==> src/rtl/core/itrd_pkg.sv <==
// Shared constants, types and helpers for the integer to radix digits block.
package itrd_pkg;

  localparam int VALUE_BITS = 32;
  localparam int IN_VALUE_W = 32;
  localparam int BASE_W     = 8;
  localparam int CHAR_W     = 7;
  localparam int DIGIT_W    = 6;
  localparam int ADDR_W     = $clog2(VALUE_BITS);
  localparam int COUNT_W    = $clog2(VALUE_BITS + 1);

  localparam logic [BASE_W-1:0]  RADIX_MIN     = 8'd2;
  localparam logic [BASE_W-1:0]  RADIX_MAX     = 8'd36;
  localparam logic [CHAR_W-1:0]  CHAR_MINUS    = 7'h2D;
  localparam logic [CHAR_W-1:0]  CHAR_ZERO     = 7'h30;
  localparam logic [CHAR_W-1:0]  CHAR_LETTER_A = 7'h41;
  localparam logic [CHAR_W-1:0]  CHAR_NONE     = 7'h00;
  localparam logic [DIGIT_W-1:0] DIGIT_TEN     = 6'd10;

  typedef enum logic [2:0] {
    ST_IDLE,
    ST_ERROR,
    ST_DIV_START,
    ST_DIV_WAIT,
    ST_SIGN,
    ST_READ,
    ST_LOAD
  } state_t;

  typedef struct packed {
    logic start;
    logic done;
  } div_ctrl_t;

  function automatic logic [CHAR_W-1:0] digit_char(input logic [DIGIT_W-1:0] d);
    logic [CHAR_W-1:0] c;
    if (d >= DIGIT_TEN) begin
      c = CHAR_LETTER_A + CHAR_W'(d - DIGIT_TEN);
    end else begin
      c = CHAR_ZERO + CHAR_W'(d);
    end
    return c;
  endfunction

endpackage

==> src/rtl/core/itrd_if.sv <==
// Valid/ready channel interfaces for the request and character streams.
interface itrd_in_if;
  import itrd_pkg::*;
  logic                         valid;
  logic                         ready;
  logic signed [IN_VALUE_W-1:0] value;
  logic                         value_is_small;
  logic [BASE_W-1:0]            base;

  modport source (output valid, value, value_is_small, base, input ready);
  modport sink   (input valid, value, value_is_small, base, output ready);
endinterface

interface itrd_out_if;
  import itrd_pkg::*;
  logic              valid;
  logic              ready;
  logic [CHAR_W-1:0] char_code;
  logic              last;
  logic              bad_argument;

  modport source (output valid, char_code, last, bad_argument, input ready);
  modport sink   (input valid, char_code, last, bad_argument, output ready);
endinterface

==> src/rtl/core/itrd_div.sv <==
// Restoring divider, one quotient bit per cycle, small divisor.
module itrd_div (
  input  logic                                clk,
  input  logic                                rst,
  input  itrd_pkg::div_ctrl_t                 ctrl_in,
  output itrd_pkg::div_ctrl_t                 ctrl_out,
  input  logic [itrd_pkg::VALUE_BITS-1:0]     dividend,
  input  logic [itrd_pkg::DIGIT_W-1:0]        divisor,
  output logic [itrd_pkg::VALUE_BITS-1:0]     quotient,
  output logic [itrd_pkg::DIGIT_W-1:0]        remainder
);
  import itrd_pkg::*;

  logic [VALUE_BITS-1:0] quo;
  logic [DIGIT_W-1:0]    rem;
  logic [COUNT_W-1:0]    count;
  logic                  done;
  logic [DIGIT_W:0]      trial;
  logic                  ge;

  assign trial = {rem, quo[VALUE_BITS-1]};
  assign ge    = trial >= {1'b0, divisor};

  always_ff @(posedge clk) begin
    if (rst) begin
      count <= '0;
      done  <= 1'b0;
    end else if (ctrl_in.start) begin
      count <= COUNT_W'(VALUE_BITS);
      done  <= 1'b0;
    end else begin
      done <= (count == COUNT_W'(1));
      if (count != '0) begin
        count <= count - COUNT_W'(1);
      end
    end
  end

  always_ff @(posedge clk) begin
    if (ctrl_in.start) begin
      quo <= dividend;
      rem <= '0;
    end else if (count != '0) begin
      quo <= {quo[VALUE_BITS-2:0], ge};
      rem <= ge ? DIGIT_W'(trial - {1'b0, divisor}) : trial[DIGIT_W-1:0];
    end
  end

  always_comb begin
    ctrl_out       = '0;
    ctrl_out.done  = done;
    ctrl_out.start = ctrl_in.start;
  end

  assign quotient  = quo;
  assign remainder = rem;

endmodule

==> src/rtl/core/integer_to_radix_digits.sv <==
// Top level: signed integer to ASCII digits in radix 2..36, most significant first.
// Each digit is computed on the shared bit-serial divider.
// A sign step, then each digit is read back from the digit store through ST_READ and ST_LOAD.
// One item at a time: din.ready is high only while idle.
// Synchronous active-high reset returns the sequencer to idle and empties the output register.
module integer_to_radix_digits (
  input  logic        clk,
  input  logic        rst,
  itrd_in_if.sink     din,
  itrd_out_if.source  dout
);
  import itrd_pkg::*;

  state_t                state, state_next;
  logic [VALUE_BITS-1:0] mag, mag_next;
  logic                  neg, neg_next;
  logic [COUNT_W-1:0]    nd, nd_next;
  logic                  out_valid, out_valid_next;
  logic [CHAR_W-1:0]     out_char, out_char_next;
  logic                  out_last, out_last_next;
  logic                  out_bad, out_bad_next;

  logic [VALUE_BITS-1:0] raw;
  logic                  bad_req;
  logic                  mem_we;
  logic [COUNT_W-1:0]    nd_dec;
  logic [DIGIT_W-1:0]    rd_data;
  logic [DIGIT_W-1:0]    digit_mem [VALUE_BITS];

  div_ctrl_t             div_cmd, div_stat;
  logic [VALUE_BITS-1:0] div_quo;
  logic [DIGIT_W-1:0]    div_rem;
  logic [DIGIT_W-1:0]    din_base_q;

  itrd_div u_div (
    .clk       (clk),
    .rst       (rst),
    .ctrl_in   (div_cmd),
    .ctrl_out  (div_stat),
    .dividend  (mag),
    .divisor   (din_base_q),
    .quotient  (div_quo),
    .remainder (div_rem)
  );

  assign raw     = VALUE_BITS'(din.value);
  assign bad_req = (din.base < RADIX_MIN) || (din.base > RADIX_MAX) || !din.value_is_small;
  assign nd_dec  = nd - COUNT_W'(1);

  always_ff @(posedge clk) begin
    if (state == ST_IDLE) begin
      din_base_q <= din.base[DIGIT_W-1:0];
    end
  end

  always_ff @(posedge clk) begin
    if (mem_we) begin
      digit_mem[nd[ADDR_W-1:0]] <= div_rem;
    end
    rd_data <= digit_mem[nd_dec[ADDR_W-1:0]];
  end

  always_ff @(posedge clk) begin
    if (rst) begin
      state     <= ST_IDLE;
      out_valid <= 1'b0;
    end else begin
      state     <= state_next;
      out_valid <= out_valid_next;
    end
  end

  always_ff @(posedge clk) begin
    mag      <= mag_next;
    neg      <= neg_next;
    nd       <= nd_next;
    out_char <= out_char_next;
    out_last <= out_last_next;
    out_bad  <= out_bad_next;
  end

  always_comb begin
    state_next     = state;
    mag_next       = mag;
    neg_next       = neg;
    nd_next        = nd;
    out_valid_next = out_valid;
    out_char_next  = out_char;
    out_last_next  = out_last;
    out_bad_next   = out_bad;
    mem_we         = 1'b0;
    div_cmd        = '0;
    if (dout.ready) begin
      out_valid_next = 1'b0;
    end
    case (state)
      ST_IDLE: begin
        if (din.valid) begin
          if (bad_req) begin
            state_next = ST_ERROR;
          end else begin
            neg_next   = raw[VALUE_BITS-1];
            mag_next   = raw[VALUE_BITS-1] ? (~raw + VALUE_BITS'(1)) : raw;
            nd_next    = '0;
            state_next = ST_DIV_START;
          end
        end
      end
      ST_ERROR: begin
        if (!out_valid) begin
          out_valid_next = 1'b1;
          out_char_next  = CHAR_NONE;
          out_last_next  = 1'b1;
          out_bad_next   = 1'b1;
          state_next     = ST_IDLE;
        end
      end
      ST_DIV_START: begin
        div_cmd.start = 1'b1;
        state_next    = ST_DIV_WAIT;
      end
      ST_DIV_WAIT: begin
        if (div_stat.done) begin
          mem_we     = 1'b1;
          nd_next    = nd + COUNT_W'(1);
          mag_next   = div_quo;
          state_next = (div_quo == '0) ? ST_SIGN : ST_DIV_START;
        end
      end
      ST_SIGN: begin
        if (!neg) begin
          state_next = ST_READ;
        end else if (!out_valid) begin
          out_valid_next = 1'b1;
          out_char_next  = CHAR_MINUS;
          out_last_next  = 1'b0;
          out_bad_next   = 1'b0;
          state_next     = ST_READ;
        end
      end
      ST_READ: begin
        state_next = ST_LOAD;
      end
      ST_LOAD: begin
        if (!out_valid) begin
          out_valid_next = 1'b1;
          out_char_next  = digit_char(rd_data);
          out_last_next  = (nd == COUNT_W'(1));
          out_bad_next   = 1'b0;
          nd_next        = nd_dec;
          state_next     = (nd == COUNT_W'(1)) ? ST_IDLE : ST_READ;
        end
      end
      default: begin
        state_next = ST_IDLE;
      end
    endcase
  end

  assign din.ready         = (state == ST_IDLE);
  assign dout.valid        = out_valid;
  assign dout.char_code    = out_char;
  assign dout.last         = out_last;
  assign dout.bad_argument = out_bad;

endmodule

==> src/flat_wrapper.sv <==
// flat-port wrapper written by rule: the top's interface ports become plain ports
module integer_to_radix_digits_flat import itrd_pkg::*;
  (clk, rst, din_valid, din_value, din_value_is_small, din_base, din_ready, dout_valid, dout_char_code, dout_last, dout_bad_argument, dout_ready);
  itrd_in_if din_i ();
  itrd_out_if dout_i ();
  input  logic clk;
  input  logic rst;
  input wire logic [$bits(din_i.valid)-1:0] din_valid;
  input wire logic [$bits(din_i.value)-1:0] din_value;
  input wire logic [$bits(din_i.value_is_small)-1:0] din_value_is_small;
  input wire logic [$bits(din_i.base)-1:0] din_base;
  output wire logic [$bits(din_i.ready)-1:0] din_ready;
  output wire logic [$bits(dout_i.valid)-1:0] dout_valid;
  output wire logic [$bits(dout_i.char_code)-1:0] dout_char_code;
  output wire logic [$bits(dout_i.last)-1:0] dout_last;
  output wire logic [$bits(dout_i.bad_argument)-1:0] dout_bad_argument;
  input wire logic [$bits(dout_i.ready)-1:0] dout_ready;
  assign din_i.valid = din_valid;
  assign din_i.value = din_value;
  assign din_i.value_is_small = din_value_is_small;
  assign din_i.base = din_base;
  assign din_ready = din_i.ready;
  assign dout_valid = dout_i.valid;
  assign dout_char_code = dout_i.char_code;
  assign dout_last = dout_i.last;
  assign dout_bad_argument = dout_i.bad_argument;
  assign dout_i.ready = dout_ready;
  integer_to_radix_digits u_core (.clk(clk), .rst(rst), .din(din_i), .dout(dout_i));
endmodule
==> config.mk <==
export PLATFORM = sky130hd
export DESIGN_NAME = integer_to_radix_digits_flat
export DESIGN_NICKNAME = d
export VERILOG_FILES = /design/src/rtl/core/itrd_pkg.sv /design/src/rtl/core/itrd_if.sv /design/src/rtl/core/itrd_div.sv /design/src/rtl/core/integer_to_radix_digits.sv /design/src/flat_wrapper.sv
export SDC_FILE = /design/constraint.sdc
export NUM_CORES = 1
export LEC_CHECK = 0
export BUFFER_PORTS_ARGS = -buffer_cell sky130_fd_sc_hd__buf_2
export CORE_MARGIN = 2
export CORE_UTILIZATION = 45
export DETAILED_ROUTE_END_ITERATION = 8
export GPL_ROUTABILITY_DRIVEN = 0
export PLACE_DENSITY = 0.68
export SYNTH_ARGS = -nofsm -noshare
export SYNTH_HDL_FRONTEND = slang
export SYNTH_SLANG_ARGS = --single-unit
==> constraint.sdc <==
create_clock -name clk -period 6.9 [get_ports clk]
set_clock_uncertainty 0.1 [all_clocks]
set_input_delay 0.345 -clock clk [delete_from_list [all_inputs] [get_ports clk]]
set_output_delay 0.345 -clock clk [all_outputs]
set_load 0.03 [all_outputs]
Word-level counts from Yosys, hierarchy flattened
Memories as Yosys holds them, arrays and structs flattened. A register that Yosys moved wholly into a read port is not among the register bits.
Cells that the tools add are included.
W data, S select, Z words.
{ "classes": {"addsub": 8, "order_cmp": 4, "eq_ne": 16, "muxes": 48, "n_bitwise": 2, "n_reduce_logical": 18} }
{ "op_table": {"columns": ["op", "n"], "rows": [
  ["$mux W32", 6],
  ["$pmux W32 S2", 1],
  ["$mux W6", 7],
  ["$mux W7", 5],
  ["$add A32 B1 Y32 const B", 1],
  ["$logic_not A32 Y1", 1],
  ["$not A32 Y32", 1],
  ["$mux W3", 8],
  ["$pmux W3 S7", 1],
  ["$pmux W7 S3", 1],
  ["$pmux W6 S3", 1],
  ["$reduce_and A5 Y1", 3],
  ["$mux W1", 14],
  ["$eq A6 B1 Y1 const B", 2],
  ["$ne A2 B2 Y1 const B", 6],
  ["$sub A6 B1 Y6 const B", 2],
  ["$eq A3 B3 Y1 const B", 3],
  ["$gt A8 B6 Y1 const B", 1],
  ["$lt A8 B2 Y1 const B", 1],
  ["$add A6 B6 Y7 const A", 1],
  ["$add A7 B7 Y7 const A", 1],
  ["$ge A7 B6 Y1", 1],
  ["$sub A6 B4 Y7 const B", 1],
  ["$add A6 B1 Y6 const B", 1],
  ["other kinds (19)", 26]
]} }
{ "totals": {"regBits": 103, "ramBits": 192, "output_inout_bits": 11, "word_cells": 111, "n_memories": 1} }
{ "mem_list": {"columns": ["name", "words", "word_bits", "read_ports", "rd_ports_with_merged_regs", "write_ports", "line_no", "text"], "rows": [
  ["u_core.digit_mem", 32, 6, 1, 1, 1, "integer_to_radix_digits.sv:28", "logic [DIGIT_W-1:0] digit_mem [VALUE_BITS];"]
]} }

Depth between registers and ports, before layout
Gate-level depths: netlist (run 1).
{ "depth": {"ltp_word": 6, "ltp_mapped": 11} }

Hierarchy
A second synthesis (run 1) with hierarchy kept.
{ "unflattened": {"hier_cells": 937, "area_unflattened_um2": 13610.6} }
{ "by_module_without_submodules": {"columns": ["module", "n_inst", "cells_each", "area_per_inst_um2"], "rows": [
  ["integer_to_radix_digits", 1, 758, 11357.1],
  ["itrd_div", 1, 179, 2253.4]
]} }

Worst setup path before layout (run 1)
Ideal clock, no wire load.
{ "synth_path": {"path_type": "reg-to-reg", "from": "register u_core.state[1]", "to": "register u_core.mag[0] (enable)", "arrival_ns": 2.946, "required_time_ns": 6.408, "path_slack_ns": 3.462, "path_stages_with_launch": 5, "n_path_buf": 1, "synth_period_minus_slack_ns": 3.438, "cell_sequence": "dfxtp_1 -> clkbuf_1 -> nor3_1 -> and3_1 -> a22o_1"} }
{ "synth_between": {"elab_chain_len": 3, "word_cells_on_any_way": 7, "cone_classes": "eq/ne (4); reduce/logical (3)"} }
{ "synth_rtl": {"columns": ["item", "line_no", "text"], "rows": [
  ["start: declaration", "integer_to_radix_digits.sv:14", "state_t state, state_next;"],
  ["start signal: assignment", "integer_to_radix_digits.sv:68", "state <= state_next;"],
  ["$logic_not A3 Y1 *", null, null],
  ["named net din_ready", "flat_wrapper.sv:12", "output wire logic [$bits(din_i.ready)-1:0] din_ready;"],
  ["$ne A2 B2 Y1 (no line) / $reduce_bool A2 Y1 (equally long branches)", null, null],
  ["$reduce_and A4 Y1 (no line) *", null, null],
  ["end signal: assignment", "integer_to_radix_digits.sv:74", "mag <= mag_next;"],
  ["end: declaration", "integer_to_radix_digits.sv:15", "logic [VALUE_BITS-1:0] mag, mag_next;"]
]} }
Mark *: on every way through the listed nets, which the timed path passes. The rest lies on a longest branch.
A chain may end at the register's enable or synchronous reset.

Final worst setup path (run 1)
{ "layout_path": {"from": "register u_core.nd[1]", "to": "register u_core.rd_data[1] (read register of u_core.digit_mem)"} }
{ "layout_between": {"elab_chain_len": 1} }
{ "layout_rtl": {"columns": ["item", "line_no", "text"], "rows": [
  ["start: declaration", "integer_to_radix_digits.sv:17", "logic [COUNT_W-1:0] nd, nd_next;"],
  ["start signal: assignment", "integer_to_radix_digits.sv:76", "nd <= nd_next;"],
  ["$sub A6 B1 Y6", "integer_to_radix_digits.sv:48", "assign nd_dec = nd - COUNT_W'(1);"],
  ["end: declaration", "integer_to_radix_digits.sv:27", "logic [DIGIT_W-1:0] rd_data;"]
]} }
No other way between the ends.

==> results.ini, run 1 <==
[route]
wl_per_cell_um=19.67
ant_nets=0
dr.first_iter.drc_count=637
dr.pass1.iters=5
wirelength_mm=28.48
drc=0
dr_total_vias=8074
via_per_inst=5.576

[critical_path]
rr_endpoint=u_core.rd_data[1]
endpoint_kind=flop
cp-endpoint=u_core.rd_data[1]
start_kind=flop
cp.arrival_ns=3.39
cp_max_fo=50
r2r_slack_ns=3.82
crit_start=u_core.nd[1]
critical_path_class=flop to flop
reg2regPathDepth=7
timing.rr.start=u_core.nd[1]
required_ns=7.21

[synthesis]
async_flop_share_pct=0
synth_top_area_cell=edfxtp_1
syn_nets=1045
netlist_area_mm2=0.01364
synth_edf_count=278
synthTopCellsByCount=278 x edfxtp_1, 140 x nand2_1, 74 x nor2_1
yosysTopAreaCellShare_pct=61.18
synthDistinctLibCells=62
syn_inst=981
synth.yosys.seq_area_share_pct=64.56
synth.yosys.warnings=0
syn_area_per_cell_um2=13.91
synth.most_common_cell=edfxtp_1
ys_ff_latch=301
synthFlopType=edfxtp_1
synthTopCellsByArea=edfxtp_1 61%, mux4_2 7.9%, nand2_1 3.9%

[sta]
min_period_over_period_pct=44.63
hold_violations=0
relSlewSlack_pct=20.11
tightest_slew_ns=1.197
fin_crit_ns=3.079
slew_viol_final=0
fin_tns_setup_ns=0
setup_viol=0
rsz0062_at_grt=false
fin_ws_ns=3.821
holdWs_ns=0.03886
fmax_mhz=324.7

[place]
place_area_mm2=0.01430
place_ws_ns=3.789
dpl.cell_count=1386
port_buffers=55
dp_hpwl_mm=18.56

[run_status]
outcome=complete, no violations

[layout]
fin_cells=1448
drive_gt1_share_pct=19.09
final_nets=1098
finish.utilization_pct=51.50
syn2layout_area_growth_pct=12.17
final_cell_area_mm2=0.01530
n_antenna_cell=0

[cts]
cts_tree=yes
numCtsBuffers=30
clk_pin_slew_ns=0.07
cts_num_sinks=301
clock_latency_ns=0.55
clockBufferDepth=3
cts_max_level=1
cts_root_buffer=clkbuf_16

[global_route]
globalRouteMet3Util_pct=2.856
grt.total_usage_pct=18.47
grt.overflow.total=0
grtUsageMet1_pct=25.88
grt_use_met2_pct=30.46
grt_max_degree=60
grt_pass1_wl_mm=45.29
antenna_found_initial=0
first_global_vias=8027
grt_busiest_layer=met2

[die]
core_region_area_mm2=0.02972
dieArea_mm2=0.03173
die_y_um=178.1
ios=56
die_w_um=178.1
num_rows=63
initial_core_util_pct=45.91

[power_and_ir_drop]
finalPower_mw=5.025
leakage_nw=5.189
power.density_mw_per_mm2=328.4
vdd_drop_max_mv=0.1800

[run]
drv_cap=0

[min_path]
worstHoldPathType=primary input to flop

[worst max-delay path, stage by stage, from the launching register on]
cell and delay, ns:
edfxtp_1 0.55, inv_1 0.17, ha_2 0.34, buf_4 0.54, mux4_2 0.42, mux2_2 0.30, a22oi_1 0.31, o221ai_1 0.18
[state kept, by name (all words and copies together) (netlist names), 3 cells and up]
| name | cells |
|---|---|
| u_core.u_div.remainder | 6 |
| u_core.dout.char_code | 7 |
| u_core.mag | 32 |
| u_core.digit_mem | 192 |
| u_core.u_div.quotient | 32 |
| u_core.nd | 6 |
| u_core.u_div.count | 6 |
| u_core.state | 3 |
| u_core.rd_data | 6 |
| u_core.din_base_q | 6 |
[placed cells by master, fill, tap and decap left out, types with 11 or more instances in the layout]
master / count
mux2_2: 12
nand2_1: 140
nor2_1: 74
nor4_1: 15
nand3_1: 19
buf_2: 55
edfxtp_1: 278
mux2i_1: 15
or3_1: 14
mux4_2: 48
clkbuf_16: 31
o21ai_0: 36
ha_1: 17
xnor2_1: 11
dfxtp_1: 23
inv_1: 23
xor2_1: 34
buf_4: 16
a21oi_1: 30
[cell families (layout without fill, tap and decap cells)]
family,after synthesis,count (layout),share of synthesized area (%)
and+or+nand+nor,315,315,10.60
adders and majority gates,19,19,1.797
DFF,301,301,64.56
muxes,75,75,10.01
xor gates and xnor gates,46,46,2.953
AOI/OAI and AO/OA,146,146,7.685
buffers and inverters,79,156,2.393
[area by class of cell]
type / count / area, um^2
clock inverter: 19 / 143.9
fill: 2448 / 14410
clock buffer: 37 / 798.3
multi-input combinational: 601 / 4524
sequential: 301 / 8808
timing repair buffer: 77 / 455.4
tap: 390 / 488.0
inverter: 23 / 86.33
[metal layers]
metal | part of all wire [%] | up-vias
met5 | 0 | -
met2 | 49 | 199
li1 | - | 3837
met4 | 1.9 | 0
met1 | 45 | 4006
met3 | 4.6 | 32
[how the worst min path moves through the flow]
stage / from / to / slack, ns / depth (start not counted)
finish: dout_ready / u_core.dout.valid / 0.04 / 4
global route: dout_ready / u_core.dout.valid / 0.06 / 4
CTS: dout_ready / u_core.dout.valid / 0.04 / 4
detailed placement: u_core.mag[18] / u_core.u_div.quotient[18] / 0.39 / 2
global placement: u_core.mag[15] / u_core.u_div.quotient[15] / 0.39 / 2
floorplan: din_base[0] / u_core.din_base_q[0] / 0.34 / 0
[report_power, final]
part	total (mW)	internal [mW]	switching, mW
clock network	1.55	0.892	0.660
logic	0.891	0.298	0.594
registers	2.58	2.41	0.170
total	5.03	3.60	1.42
[repair_timing]
action,CTS,global route
setup buffers,0,0
hold buffers,6,0
gates resized for setup,0,0
endpoints found under the setup margin,0,0
endpoints found under the hold margin,6,0
No activity file was read; power rests on OpenSTA's default activity.
==> inputs of run 2 (changes only) <==
- ABC_AREA: not set -> 1
- clock period: 6.9 -> 3.1 ns (I/O delays scaled with it)
==> results.ini, run 2 <==
[layout]
nFillCells=2707  ; +11%
n_antenna_cell=0  ; unchanged
final_nets=1540  ; +40%
finish.utilization_pct=52.42  ; +0.92 points
final_cell_mix=278 x edfxtp_1, 256 x nor2_1, 244 x nand2_1
final_common_cell=edfxtp_1
syn2layout_area_growth_pct=14.66
largest_register_ffs=192  ; unchanged
drive_gt1_share_pct=10.13  ; -9.0 points

[power_and_ir_drop]
combPwrFrac_pct=19.4  ; +1.7 points
power.net_switching_mw=3.415  ; +140%
internal_power_mw=8.297  ; +130%
power.density_mw_per_mm2=728.4  ; +120%
leakage_nw=5.968  ; +15%
switching_share_pct=29.16  ; +0.82 points
pwr-share-clk_pct=32.5  ; +1.6 points
seq_power_share_pct=48.1  ; -3.3 points
vdd_drop_max_mv=0.5141  ; +190%

[route]
wirelength_mm=33.05  ; +16%
dr.first_iter.drc_count=1172  ; +84%
drc=0  ; unchanged
dr_total_vias=10350  ; +28%
dr.pass1.iters=7  ; +2
via_per_inst=5.456  ; -2.1%
wl_per_cell_um=17.43  ; -11%
ant_nets=0  ; unchanged

[critical_path]
rr_endpoint=u_core.digit_mem[23][3]
endpoint_kind=flop
crit_start=din_value[0]
cp-endpoint=u_core.mag[28]
reg2regPathDepth=6  ; -1
cp.arrival_ns=2.64  ; -0.75 ns
required_ns=3.31  ; -3.90 ns
timing.rr.start=u_core.state[1]
r2r_slack_ns=0.69  ; -3.13 ns
critical_path_class=primary input to flop
cp_max_fo=5  ; -90%
start_kind=primary input

[cts]
clock_latency_ns=0.56  ; about the same
cts_root_buffer=clkbuf_16
cts_tree=yes
post_cts_buffers=0  ; unchanged
cts_resized=0  ; unchanged
cts_max_level=1  ; unchanged
cts_num_sinks=301  ; unchanged
clockBufferDepth=3  ; unchanged
numCtsBuffers=31  ; +3.3%
clk_pin_slew_ns=0.06  ; about the same

[min_path]
holdPathStages=4  ; unchanged
worstHoldPathType=primary input to flop

[sta]
relSlewSlack_pct=36.01  ; +16 points
fin_tns_setup_ns=0  ; unchanged
min_period_over_period_pct=78.41
setup_viol=0  ; unchanged
hold_violations=0  ; unchanged
tightest_slew_ns=0.9598  ; -0.2369 ns
fin_crit_ns=2.431
slew_viol_final=0  ; unchanged
rsz0062_at_grt=false
fmax_mhz=411.4

[global_route]
grt.total_usage_pct=20.34  ; +1.9 points
grt.overflow.total=0  ; unchanged
grt_pass1_wl_mm=53.23  ; +18%
grt_max_degree=98  ; +63%
antenna_found_initial=0  ; unchanged
first_global_vias=10090  ; +26%

[place]
port_buffers=55  ; unchanged
dp_hpwl_mm=21.01  ; +13%

[synthesis]
syn_inst=1388  ; +41%
yosysTopAreaCellShare_pct=59.53  ; -1.6 points
synthFlopType=edfxtp_1
synth.most_common_cell=edfxtp_1
synth_edf_count=278  ; unchanged
ys_ff_latch=301  ; unchanged
synthTopCellsByCount=278 x edfxtp_1, 256 x nor2_1, 244 x nand2_1
syn_area_per_cell_um2=10.10  ; -27%
synthTopCellsByArea=edfxtp_1 60%, nor2_1 6.9%, nand2_1 6.5%
synth_top_area_cell=edfxtp_1
async_flop_share_pct=0  ; unchanged
synthDistinctLibCells=43  ; -31%
synth.yosys.warnings=0  ; unchanged
netlist_area_mm2=0.01402  ; +2.8%
synth.yosys.seq_area_share_pct=62.82  ; -1.7 points
syn_nets=1452  ; +39%

[die]
ios=56  ; unchanged
core_region_area_mm2=0.03067  ; +3.2%
dieArea_mm2=0.03259  ; +2.7%
die_w_um=180.5  ; +1.3%
num_rows=64  ; +1.6%
die_y_um=180.5  ; +1.3%
initial_core_util_pct=45.72  ; -0.19 points

[run_status]
outcome=complete, no violations

[run]
drv_cap=0  ; unchanged

## run 2: cell types whose count changed after synthesis, sizes merged, moves of 18 or more
cell	delta
xor2	-18
o21ai	+112
nor2	+188
nand2	+107
buf	+18
mux4	-48
nand3	+81
inv	+74
o211ai	+49
## run 2: kinds of logic (layout without fill, tap and decap cells)
kind of cell | Yosys count | in the layout | share of synthesized area (%)
AO/OA/AOI/OAI | 247 | 247 | 9.994
AND/OR/NAND/NOR | 642 | 642 | 18.93
adder cells (fa/ha/maj) | 19 | 19 | 1.749
buffers and inverters | 157 | 269 | 4.863
XOR/XNOR | 22 | 22 | 1.642
flip-flops | 301 | 301 | 62.82
## run 2: what timing repair did
item / 4_1_cts / 5_1_grt
setup endpoints to repair: 0 / 0
hold buffers: 40 / 0
endpoints found under the hold margin: 49 / 0
## run 2: final cells by class
class | count | area [um^2] | share of cell area, %
sequential | 301 | 8808 | 54.79
inverter | 97 | 366.6 | 2.280
timing repair buffer | 115 | 825.8 | 5.136
multi-input combinational | 930 | 4538 | 28.23
clock buffer | 40 | 849.6 | 5.284
tap | 396 | 495.5 | 3.082
clock inverter | 17 | 193.9 | 1.206
## run 2: how the worst min path moves through the flow
stage,startpoint,end,slack [ns]
2_1_floorplan,rst,u_core.state[0],0.12
6_report,din_value[15],u_core.mag[15],0.03
3_5_place_dp,din_base[2],u_core.din_base_q[2],0.25
3_3_place_gp,din_base[2],u_core.din_base_q[2],0.25
4_1_cts,din_value[10],u_core.mag[10],0.002
5_1_grt,din_value[15],u_core.mag[15],0.04
## run 2: per-stage QoR
step           cells  instance area, um^2  total power, mW  setup slack, ns  hold slack [ns]
6_report        1896                16080            11.71           0.6694          0.03494
3_5_place_dp    1799                14630            7.965           0.6744           0.2517
2_1_floorplan   1388                14030            7.110           0.1737           0.1241
3_3_place_gp    1799                14630            7.894           0.7475           0.2490
5_1_grt         1896                16080            12.29           0.4537          0.04431
4_1_cts         1896                16080            11.79           0.6591         0.002244
## run 2: layer usage
metal | GRT usage [%] | routed length, um | vias up
met1 | 26.76 | 13920 | 4968
met5 | 0 | 0 | -
met3 | 2.648 | 1921 | 52
met4 | 5.613 | 741 | 0
met2 | 35.47 | 16470 | 343
li1 | - | - | 4982
## run 2: power by group through the flow
| stage | clock [mW] | combinational (mW) | sequential, mW |
|---|---|---|---|
| global route | 4.01 | 2.59 | 5.68 |
| floorplan | 0 | 1.27 | 5.84 |
| CTS | 3.86 | 2.30 | 5.63 |
| detailed placement | 0 | 2.26 | 5.71 |
| finish | 3.80 | 2.27 | 5.64 |
| global placement | 0 | 2.18 | 5.71 |
## run 2: worst max-delay path, cell delays in order
cell and delay (ns):
dlygate4sd3_1 0.52, buf_2 0.13, inv_1 0.07, ha_1 0.21, nand3_1 0.14, nor2_1 0.32
nand3_1 0.12, nand2_1 0.18, nand4_1 0.11, nand3_1 0.10, dlygate4sd3_1 0.54, nand2_1 0.04
==> inputs of run 3 (changes only) <==
- clock period: 3.1 -> 2.4 ns (I/O delays scaled with it)
==> results.ini, run 3 (synthesis gave the netlist of run 2 again) <==
[run_status]
outcome=complete, no violations

[sta]
setup_viol=0  ; unchanged
relSlewSlack_pct=57.50  ; +21 points
tightest_slew_ns=0.6351  ; -0.3246 ns
fmax_mhz=446.1
hold_violations=0  ; unchanged
fin_tns_setup_ns=0  ; unchanged
min_period_over_period_pct=93.40
slew_viol_final=0  ; unchanged
fin_crit_ns=2.242
rsz0062_at_grt=false

[critical_path]
cp-endpoint=u_core.rd_data[2]
start_kind=flop
cp.arrival_ns=2.54  ; -0.10 ns
critical_path_class=flop to flop
r2r_slack_ns=0.16  ; -0.53 ns
reg2regPathDepth=9  ; +3
endpoint_kind=flop
crit_start=u_core.nd[1]
required_ns=2.70  ; -0.61 ns
timing.rr.start=u_core.nd[1]
cp_max_fo=51  ; +46
rr_endpoint=u_core.rd_data[2]

[layout]
finish.utilization_pct=53.69  ; +1.3 points
drive_gt1_share_pct=12.31  ; +2.2 points
largest_register_ffs=192  ; unchanged
fin_cells=1931  ; +1.8%
nFillCells=2656  ; -1.9%
final_nets=1575  ; +2.3%
final_cell_mix=278 x edfxtp_1, 256 x nor2_1, 244 x nand2_1
n_antenna_cell=0  ; unchanged
syn2layout_area_growth_pct=17.44
final_common_cell=edfxtp_1

[route]
dr.pass1.iters=6  ; -1
via_per_inst=5.433  ; -0.42%
wl_per_cell_um=17.47  ; +0.23%
dr_total_vias=10490  ; +1.4%
ant_nets=0  ; unchanged
wirelength_mm=33.74  ; +2.1%
dr.first_iter.drc_count=980  ; -16%
drc=0  ; unchanged

[global_route]
grt.overflow.total=0  ; unchanged
grt.total_usage_pct=20.75  ; +0.41 points
antenna_found_initial=0  ; unchanged
grt_pass1_wl_mm=53.92  ; +1.3%
grt_max_degree=78  ; -20%
first_global_vias=10220  ; +1.3%

[die]
core_region_area_mm2=0.03067  ; unchanged
ios=56  ; unchanged
num_rows=64  ; unchanged
die_w_um=180.5  ; unchanged
initial_core_util_pct=45.72  ; unchanged
dieArea_mm2=0.03259  ; unchanged
die_y_um=180.5  ; unchanged

[cts]
clk_pin_slew_ns=0.06  ; about the same
cts_num_sinks=301  ; unchanged
clockBufferDepth=3  ; unchanged
clock_latency_ns=0.50  ; -0.06 ns
cts_root_buffer=clkbuf_16
cts_max_level=2  ; +1
cts_resized=0  ; unchanged
cts_tree=yes
numCtsBuffers=34  ; +9.7%

[place]
dp_hpwl_mm=21.73  ; +3.4%
dpl.cell_count=1834  ; +1.9%
port_buffers=55  ; unchanged

[run]
drv_cap=0  ; unchanged

[min_path]
worstHoldPathType=primary input to flop
holdPathStages=4  ; unchanged

[power_and_ir_drop]
power.density_mw_per_mm2=940.3  ; +29%
leakage_nw=6.218  ; +4.2%
vdd_drop_max_mv=0.5191  ; +0.98%

## run 3: where the power goes
group	leakage, nW	switching [mW]	total [mW]	internal [mW]
combinational	2.92	2.07	2.97	0.896
clock	0.556	2.02	5.24	3.22
sequential	2.74	0.343	7.28	6.94
total	6.22	4.43	15.5	11.1
## run 3: stage by stage
step                setup WS [ns]  power [mW]  hold slack [ns]  instance area [um^2]
global placement           0.2596       10.24           0.2139                 14960
CTS                        0.2004       15.59         0.002005                 16470
floorplan                 0.01318       9.187          0.08907                 14040
detailed placement         0.2080       10.33           0.2144                 14960
global route              0.06196       16.25          0.01095                 16470
finish                     0.1584       15.48          0.01930                 16470
## run 3: critical path, cell delays in order, from the launching register on
cell      delay, ns
edfxtp_1       0.45
inv_1          0.12
ha_2           0.40
buf_12         0.22
nor2_1         0.07
o21ai_0        0.09
o211ai_1       0.12
nand3_1        0.15
nand3_1        0.17
and2_1         0.21
## run 3: final cells by class
type	count	area (um^2)	share of cell area (%)
Inverter	97	366.6	2.226
Timing Repair Buffer	147	1109	6.732
Clock buffer	48	997.2	6.056
Tap cell	396	495.5	3.009
Multi-Input combinational cell	930	4552	27.64
Clock inverter	12	138.9	0.8434
Sequential cell	301	8808	53.49
## run 3: worst min path at each step
stage                       from                   end
CTS                 din_value[5]         u_core.mag[5]
global route        din_value[5]         u_core.mag[5]
detailed placement   din_base[2]  u_core.din_base_q[2]
global placement     din_base[2]  u_core.din_base_q[2]
finish              din_value[5]         u_core.mag[5]
floorplan                    rst       u_core.state[0]
## run 3: repair_timing
| item | in CTS | in global routing |
|---|---|---|
| endpoints found under the hold margin | 46 | 0 |
| hold buffers | 37 | 0 |
| setup buffers | 0 | 0 |
## run 3: metal layers
metal	part of all wire, %	up-vias	GRT usage, %
met1	42	5013	27.61
met2	49	364	35.42
met4	2.9	0	7.161
li1	-	5046	-
met5	0	-	0
met3	5.9	69	2.365
